`config.mk`:
```
export PLATFORM = sky130hd
export DESIGN_NAME = ssmg_div
export DESIGN_NICKNAME = d
export VERILOG_FILES = /design/src/rtl/ssmg_pkg.sv /design/src/rtl/ssmg_div.sv
export SDC_FILE = /design/constraint.sdc
export NUM_CORES = 1
export LEC_CHECK = 0
export BUFFER_PORTS_ARGS = -buffer_cell sky130_fd_sc_hd__buf_2
export CORE_ASPECT_RATIO = 1.25
export CORE_MARGIN = 5
export CORE_UTILIZATION = 55
export DETAILED_ROUTE_END_ITERATION = 7
export GPL_TIMING_DRIVEN = 0
export MAX_ROUTING_LAYER = met4
export PLACE_DENSITY_LB_ADDON = 0.25
export SLEW_MARGIN = 20
export SYNTH_ARGS = -nofsm -noshare
export SYNTH_HDL_FRONTEND = slang
export SYNTH_SLANG_ARGS = --single-unit
```
`constraint.sdc`:
```
create_clock -name clk -period 3.4 [get_ports clk]
set_input_delay 0.68 -clock clk [delete_from_list [all_inputs] [get_ports clk]]
set_output_delay 0.68 -clock clk [all_outputs]
set_load 0.01 [all_outputs]
```
`src/rtl/ssmg_pkg.sv`:
```
// Shared constants, types and tables for the spherical sector mesh generator.
package ssmg_pkg;
  localparam int ANGLE_FRACTION_BITS = 6;
  localparam int CORDIC_ROUNDS = 18;
  localparam int INDEX_BITS = 20;

  localparam int AZ_W = 16;
  localparam int EL_W = 14;
  localparam int CNT_W = 10;
  localparam int DIV_W = AZ_W + 1 - ANGLE_FRACTION_BITS;
  localparam int DIVISOR_W = 9;
  localparam int MAG_W = 32;
  localparam int CORD_W = 34;
  localparam int ROUND_W = 5;
  localparam int COORD_W = 17;
  localparam int CFG_W = 16;
  localparam int CFG_IDX_W = 3;

  localparam logic [CNT_W-1:0] COUNT_MAX = '1;
  localparam logic [33:0] DEG_Q38 = 34'd4797524518;
  localparam logic signed [CORD_W-1:0] CORDIC_X0 = 34'sd652032874;

  typedef enum logic [CFG_IDX_W-1:0] {
    REG_AZ_START,
    REG_AZ_END,
    REG_EL_START,
    REG_EL_END,
    REG_AZ_STEP,
    REG_EL_STEP,
    REG_RADIUS
  } cfg_reg_t;

  typedef struct packed {
    logic [MAG_W-1:0] smag;
    logic             sneg;
    logic [MAG_W-1:0] cmag;
    logic             cneg;
  } trig_t;

  function automatic logic [31:0] atan_q30(input logic [ROUND_W-1:0] i);
    logic [31:0] v;
    case (i)
      5'd0:  v = 32'd843314856;
      5'd1:  v = 32'd497837829;
      5'd2:  v = 32'd263043836;
      5'd3:  v = 32'd133525158;
      5'd4:  v = 32'd67021686;
      5'd5:  v = 32'd33543515;
      5'd6:  v = 32'd16775850;
      5'd7:  v = 32'd8388437;
      5'd8:  v = 32'd4194282;
      5'd9:  v = 32'd2097149;
      5'd10: v = 32'd1048575;
      5'd11: v = 32'd524287;
      5'd12: v = 32'd262143;
      5'd13: v = 32'd131071;
      5'd14: v = 32'd65535;
      5'd15: v = 32'd32767;
      5'd16: v = 32'd16383;
      5'd17: v = 32'd8191;
      5'd18: v = 32'd4095;
      5'd19: v = 32'd2047;
      5'd20: v = 32'd1023;
      5'd21: v = 32'd511;
      5'd22: v = 32'd255;
      5'd23: v = 32'd127;
      default: v = 32'd0;
    endcase
    return v;
  endfunction
endpackage

```
`src/rtl/ssmg_div.sv`:
```
// Restoring divider, one quotient bit per cycle, for grid point counts.
module ssmg_div (
  input  logic                           clk,
  input  logic                           rst,
  input  logic                           start,
  input  logic [ssmg_pkg::DIV_W-1:0]     dividend,
  input  logic [ssmg_pkg::DIVISOR_W-1:0] divisor,
  output logic                           done,
  output logic [ssmg_pkg::DIV_W-1:0]     quotient
);
  import ssmg_pkg::*;

  localparam int CW = $clog2(DIV_W);

  logic              busy;
  logic [CW-1:0]     cnt;
  logic [DIVISOR_W:0] rem;
  logic [DIVISOR_W-1:0] dvs;
  logic [DIVISOR_W:0] trial;
  logic              fits;

  assign trial = {rem[DIVISOR_W-1:0], quotient[DIV_W-1]};
  assign fits  = trial >= {1'b0, dvs};

  always_ff @(posedge clk) begin
    done <= 1'b0;
    if (rst) begin
      busy <= 1'b0;
      cnt  <= '0;
    end else if (start) begin
      busy     <= 1'b1;
      cnt      <= CW'(DIV_W - 1);
      rem      <= '0;
      dvs      <= divisor;
      quotient <= dividend;
    end else if (busy) begin
      rem      <= fits ? trial - {1'b0, dvs} : trial;
      quotient <= {quotient[DIV_W-2:0], fits};
      cnt      <= cnt - 1'b1;
      if (cnt == '0) begin
        busy <= 1'b0;
        done <= 1'b1;
      end
    end
  end
endmodule

```
# ---- After elaboration in Yosys (flattened, before gate mapping)
# Cells that the tools add are included.
dict set report classes {
  addsub 2
  order_cmp 1
  mux 10
  n_bitwise 2
  reduce_logical 6
}
# cell n
set ops {}
lappend ops {{11-bit two-way mux} 2}
lappend ops {{9-bit two-way mux} 2}
lappend ops {{10-bit by 9-bit greater-or-equal comparator with 1-bit output} 1}
lappend ops {{9-bit subtractor} 1}
lappend ops {{4-bit two-way mux} 2}
lappend ops {{4-bit zero test} 1}
lappend ops {{1-bit two-way mux} 4}
lappend ops {{2-bit AND reduction} 2}
lappend ops {{4-bit by 1-bit subtractor with 4-bit output (second input constant)} 1}
lappend ops {{3-bit OR reduction} 1}
lappend ops {{1-bit NOT} 2}
lappend ops {{2-bit nonzero test} 1}
lappend ops {{2-bit OR reduction} 1}
dict set report word_totals {
  reg_bits 35
  in_bits 23
  output_inout_bits 12
  elab_cells 28
}

# ---- Depth between registers and ports, before layout
# Gate-level depths: netlist of run 1.
dict set report depth {
  word_depth 4
  mapped_depth 10
  ltp_nobuf 9
}

# ---- Worst setup path after synthesis of run 1
# Ideal clock, no wire load.
dict set report synth_timing {
  path_kind {register -> register}
  startpoint {reg quotient[10] in the netlist's numbering}
  endpoint {reg quotient[0] in the netlist's numbering (data pin)}
  setup_time_ns 0.260
  arrival_ns 2.200
  path_slack_ns 0.940
  stages_incl_launch_ff 10
  n_path_buf 1
  synth_period_minus_slack_ns 2.460
  path_cell_list {edfxtp_1 -> inv_1 -> ha_1 -> inv_1 -> fa_1 -> a21o_1 -> a221oi_4 -> a31oi_4 -> buf_6 -> mux2_2}
}
dict set report synth_between {
  elab_chain_cells 3
}
# element line_no
set synth_lines {}
lappend synth_lines {{start: declaration} ssmg_div.sv:9} ;# output logic [ssmg_pkg::DIV_W-1:0] quotient
lappend synth_lines {{start signal: assignment} ssmg_div.sv:35} ;# quotient <= dividend;
lappend synth_lines {{start signal: assignment} ssmg_div.sv:38} ;# quotient <= {quotient[DIV_W-2:0], fits};
lappend synth_lines {{10-bit by 9-bit greater-or-equal comparator with 1-bit output} ssmg_div.sv:23} ;# assign fits = trial >= {1'b0, dvs};
lappend synth_lines {{11-bit two-way mux} ssmg_div.sv:36} ;# end else if (busy) begin
lappend synth_lines {{11-bit two-way mux} ssmg_div.sv:30} ;# end else if (start) begin
# No other way between the ends. The select of a mux whose other input is x is not followed.
# A chain may end at the register's enable or synchronous reset.

# ---- Worst setup path in the final report of run 1
# Ends and elaborated chain as after synthesis.

==> results of run 1 <==
## critical path: stages (launching register included)
cell	delay, ns
edfxtp_1	0.41
inv_1	0.08
ha_1	0.16
inv_1	0.05
fa_1	0.40
a21o_1	0.24
a221oi_4	0.36
a31oi_4	0.17
buf_6	0.19
mux2_2	0.26
## per-layer routing
layer | vias up | wire, um
li1 | 636 | -
met1 | 599 | 1470
met2 | 29 | 1880
met3 | 6 | 139
met4 | 0 | 62
met5 | - | 0
## logic make-up after synthesis
kind of cell	share of synthesized area
AND/OR/NAND/NOR	0.111
flip-flops	0.526
multiplexers	0.0897
AO/OA/AOI/OAI	0.126
buffers and inverters	0.0419
adder cells (fa/ha/maj)	0.0771
XOR/XNOR	0.0279
## area by class of cell
type | instances | area (um2) | share of cell area
inverters | 15 | 56.3 | 0.0256
clock buffers | 7 | 86.3 | 0.0392
well taps | 37 | 46.3 | 0.0210
clock inverters | 1 | 5.00 | 0.00227
plain buffers | 4 | 22.5 | 0.0102
flip-flops and latches | 35 | 991 | 0.450
multi-input cells | 98 | 816 | 0.370
repair buffers | 34 | 180 | 0.0818
## flip-flops by register name, summed over array words and instances, names as in the netlist
signal and cells:
done 1, busy 1, quotient 11, rem 9, dvs 9, cnt 4
## placed cells by master, fill, tap and decap left out, types with 5 or more instances in the layout
master / synthesis / final
a21o_1: 5 / 5
buf_2: 0 / 33
clkbuf_8: 0 / 6
dfxtp_1: 6 / 6
edfxtp_1: 29 / 29
ha_1: 10 / 10
inv_1: 15 / 15
mux2_2: 11 / 11
nand3_1: 5 / 5
nor2_1: 17 / 16
## power breakdown
part / internal (mW) / switching, mW
Clock: 0.163 / 0.142
Combinational: 0.127 / 0.145
Sequential: 0.508 / 0.0192
## how the worst max path moves through the flow
stage,startpoint,end,depth (start not counted)
CTS,quotient[10]$_DFFE_PP_,quotient[0]$_DFFE_PP_,9
floorplan,quotient[10]$_DFFE_PP_,quotient[0]$_DFFE_PP_,9
global placement,start,rem[2]$_SDFFCE_PP0P_,3
detailed placement,quotient[10]$_DFFE_PP_,quotient[0]$_DFFE_PP_,9
finish,quotient[10]$_DFFE_PP_,quotient[0]$_DFFE_PP_,9
global route,quotient[10]$_DFFE_PP_,rem[6]$_SDFFCE_PP0P_,10
## per-stage QoR
step                area (um2)   util  worst slack, ns  total power [mW]  cells
CTS                       2200  0.678            0.824              1.11    231
global route              2200  0.678            0.720              1.17    231
floorplan                 1880      -            0.940             0.741    152
global placement          2090  0.644            0.564             0.793    222
finish                    2200  0.678            0.837              1.10    231
detailed placement        2110  0.649            0.838             0.809    223
==> impl_metrics.env, run 1 <==
export IMPL_worst_ep_arrival_time_ns=2.60
export IMPL_synth_avg_cell_area_um2=12.4
export IMPL_min_delay_start="busy$_SDFF_PP0_"
export IMPL_root_buffer="clkbuf_8"
export IMPL_grt_max_degree=12
export IMPL_netlist_area_mm2=0.00188
export IMPL_vias=1270
export IMPL_drtPass1Iterations=4
export IMPL_path_clk_slew_ns=0.07
export IMPL_first_global_vias=1368
export IMPL_dieWidth_um=62.3
export IMPL_core_mm2=0.00325
export IMPL_drt_iter0_drc=22
export IMPL_drc=0
export IMPL_layout_nets=227
export IMPL_whs_ns=0.561
export IMPL_worstSetupStartpointType="flip-flop"
export IMPL_hold_end="done$_SDFF_PP0_"
export IMPL_yosys_area_top_type_share=0.462
export IMPL_drt_wl_total_um=3550
export IMPL_htreeDepth=2
export IMPL_worst_pin_slew_ns=0.918
export IMPL_synthFlopType="edfxtp_1"
export IMPL_ys_async_sr_fraction=0
export IMPL_top_usage_layer="met2"
export IMPL_grt_antenna_before_repair=0
export IMPL_power_density_mw_per_mm2=501
export IMPL_fill_cells=245
export IMPL_rows=23
export IMPL_synth_seq_area_share=0.526
export IMPL_synthCells=152
export IMPL_postCtsSetupBuffers=0
export IMPL_fmax_mhz=390
export IMPL_grt_ovfl_total=0
export IMPL_boundaryPins=35
export IMPL_whs_path_depth=2
export IMPL_rsz0062_at_grt="false"
export IMPL_syn_nets=186
export IMPL_cts_tree="done"
export IMPL_grtUsageMet3=0.0383
export IMPL_post_drt_wl_per_cell_um=15.4
export IMPL_period_share=0.754
export IMPL_clock_latency_ns=0.28
export IMPL_slew_headroom=0.387
export IMPL_met1_usage=0.164
export IMPL_final_hold_viol_count=0
export IMPL_synthTopCellsByCount="edfxtp_1 (29), nor2_1 (17), inv_1 (15)"
export IMPL_finalSetupTns_ns=0
export IMPL_slew_viol_final=0
export IMPL_synth_edf_count=29
export IMPL_cts_resized=0
export IMPL_p_leak_nw=0.920
export IMPL_clk_path_buf_depth=2
export IMPL_yosysMostFrequentCell="edfxtp_1"
export IMPL_min_period_ns=2.56
export IMPL_fp_dieH_um=75.4
export IMPL_hp_class="flip-flop to flip-flop"
export IMPL_reg2reg_from="quotient[10]$_DFFE_PP_"
export IMPL_ys_top_cells_by_area="edfxtp_1 (46%), ha_1 (6.6%), mux2_2 (6.6%), dfxtp_1 (6.4%), nor2_1 (3.4%)"
export IMPL_cts_sinks=35
export IMPL_cts_buffers=5
export IMPL_cts_hold_fix_buffers=0
export IMPL_viasPerCell=5.50
export IMPL_grt_pass1_wl_um=5950
export IMPL_synth_cell_types=40
export IMPL_setup_viol=0
export IMPL_worst_r2r_path_depth=9
export IMPL_synth_seq_cells=35
export IMPL_vdd_ir_drop_max_v=0.000405
export IMPL_rrSetupSlack_ns=0.84
export IMPL_crit_required_ns=3.44
export IMPL_place_congestion=0.824
export IMPL_dp_hpwl_um=2750
export IMPL_outcome="finished clean"
export IMPL_initial_utilization=0.579
export IMPL_portBuffers=33
export IMPL_n_antenna_cell=0
export IMPL_drive_above_1_share=0.320
export IMPL_synthToLayoutAreaGrowth_pct=17.0
export IMPL_gr_usage_met2=0.319
export IMPL_cp_end_kind="flip-flop"
export IMPL_skew_ns=0.0127
export IMPL_synth_largest_area_cell="edfxtp_1"
export IMPL_synth_warnings=0
export IMPL_crit_type="flip-flop to flip-flop"
export IMPL_rr_endpoint="quotient[0]$_DFFE_PP_"
export IMPL_dieArea_mm2=0.00470
export IMPL_maxCapViolations=0
export IMPL_crit_fanout=10
export IMPL_track_usage=0.168
export IMPL_antenna_left=0
(Power assumes the default switching activity.)
==> run 2, diff against run 1 <==
- clock period: 3.4 -> 2.5 ns (I/O delays scaled with it)
==> run 2 against run 1 <==
Against the previous run: setup slack lost 0.77 ns; hold slack lost 0.17 ns; wire length grew 1.4%; core utilization grew 1.4 points; clock power grew 35%; design area grew 2.1%; maximum frequency grew 5.5%; clock-buffer cell count is the same; via count grew 2.3%; critical endpoint unchanged; largest cell class unchanged.
==> impl_metrics.env, run 2 (synthesis gave the netlist of run 1 again) <==
export IMPL_drive_above_1_share=0.354
export IMPL_initial_utilization=0.579
export IMPL_period_share=0.972
export IMPL_p_leak_nw=0.939
export IMPL_cp_end_kind="flip-flop"
export IMPL_largest_register_ff_count=11
export IMPL_synthToLayoutAreaGrowth_pct=19.5
export IMPL_rrSetupSlack_ns=0.07
export IMPL_grt_pass1_wl_um=6020
export IMPL_power_density_mw_per_mm2=680
export IMPL_drt_wl_total_um=3600
export IMPL_drtPass1Iterations=4
export IMPL_crit_type="flip-flop to flip-flop"
export IMPL_path_clk_slew_ns=0.07
export IMPL_boundaryPins=35
export IMPL_htreeDepth=2
export IMPL_whs_ns=0.386
export IMPL_whs_path_depth=1
export IMPL_slew_viol_final=0
export IMPL_first_global_vias=1369
export IMPL_vias=1299
export IMPL_hp_class="input port to flip-flop"
export IMPL_root_buffer="clkbuf_8"
export IMPL_maxCapViolations=0
export IMPL_worstSetupStartpointType="flip-flop"
export IMPL_worst_r2r_path_depth=9
export IMPL_vdd_ir_drop_max_v=0.000550
export IMPL_setup_viol=0
export IMPL_finalSetupTns_ns=0
export IMPL_fp_dieH_um=75.4
export IMPL_multi_input_area_um2=825
export IMPL_cts_buffers=5
export IMPL_outcome="finished clean"
export IMPL_dp_hpwl_um=2750
export IMPL_dieWidth_um=62.3
export IMPL_worst_pin_slew_ns=0.881
export IMPL_portBuffers=33
export IMPL_place_congestion=0.824
export IMPL_post_drt_wl_per_cell_um=15.3
export IMPL_antenna_left=0
export IMPL_min_period_ns=2.43
export IMPL_drc=0
export IMPL_track_usage=0.169
export IMPL_n_antenna_cell=0
export IMPL_cts_sinks=35
export IMPL_skew_ns=0.0137
export IMPL_ff_latch_area_um2=991
export IMPL_clock_latency_ns=0.28
export IMPL_viasPerCell=5.53
export IMPL_crit_required_ns=2.54
export IMPL_final_common_cell="buf_2"
export IMPL_cts_tree="done"
export IMPL_drt_iter0_drc=18
export IMPL_fmax_mhz=412
export IMPL_grt_antenna_before_repair=0
export IMPL_clk_path_buf_depth=2
export IMPL_finalPower_mw=1.53
export IMPL_min_delay_start="divisor[2]"
export IMPL_layout_nets=231
export IMPL_slew_headroom=0.411
export IMPL_core_mm2=0.00325
export IMPL_dieArea_mm2=0.00470
export IMPL_reg_top3="quotient: 11 flops, dvs: 9 flops, rem: 9 flops"
export IMPL_grt_max_degree=12
export IMPL_rsz0062_at_grt="true"
export IMPL_crit_fanout=10
export IMPL_rows=23
export IMPL_cp_startpoint="quotient[10]$_DFFE_PP_"
export IMPL_final_hold_viol_count=0
export IMPL_grt_ovfl_total=0
export IMPL_worst_ep_arrival_time_ns=2.47
export IMPL_final_cell_mix="buf_2 (33), edfxtp_1 (29), nor2_1 (16)"
export IMPL_regMostFlops="quotient"
export IMPL_reg2reg_from="quotient[10]$_DFFE_PP_"
export IMPL_fill_cells=239
export IMPL_utilization=0.692
[run 2: changes by cell type in the layout (fill, tap and decap cells not counted), sizes merged]
| cell | delta |
|---|---|
| buf | +4 |
[run 2: metrics by stage]
step | instance area [um2] | instances | setup WS, ns
2_1_floorplan | 1880 | 152 | 0.0400
3_3_place_gp | 2090 | 222 | -0.156
3_5_place_dp | 2110 | 223 | -0.0625
4_1_cts | 2230 | 234 | 0.0158
5_1_grt | 2250 | 235 | -0.0258
6_report | 2250 | 235 | 0.0704
[run 2: worst paths after layout]
path                                 to
setup / recovery  quotient[0]$_DFFE_PP_
hold / removal         dvs[2]$_DFFE_PP_
setup reg to reg  quotient[0]$_DFFE_PP_
hold reg to reg         done$_SDFF_PP0_
[run 2: timing repair]
item                       4_1_cts  5_1_grt
pin swaps                        2        5
hold buffers                     0        0
setup buffers                    3        1
gates resized for setup          0        6
setup endpoints to repair        5       10
[run 2: worst max-delay path: stages, from the launching register on]
cell,delay (ns)
edfxtp_1,0.41
inv_1,0.09
ha_2,0.19
inv_2,0.04
fa_2,0.34
a21o_1,0.21
a221oi_4,0.33
a31oi_4,0.15
buf_6,0.18
mux2_2,0.26
[run 2: where the power goes]
part / switching [mW] / total (mW) / leakage (nW) / internal, mW
logic: 0.204 / 0.398 / 0.565 / 0.194
clock network: 0.190 / 0.412 / 0.0482 / 0.222
registers: 0.0264 / 0.718 / 0.326 / 0.691
[run 2: metal layers]
metal	up-vias	part of all wire	global-route usage
li1	646	-	-
met1	615	0.41	0.170
met2	31	0.54	0.319
met3	7	0.042	0.0383
met4	0	0.014	0.0708
met5	-	0	-
[run 2: area by class of cell]
type	instances	share of cell area
clock inverters	1	0.00222
flip-flops and latches	35	0.440
multi-input cells	98	0.367
clock buffers	7	0.0384
inverters	15	0.0250
well taps	37	0.0206
plain buffers	4	0.0100
repair buffers	38	0.0968
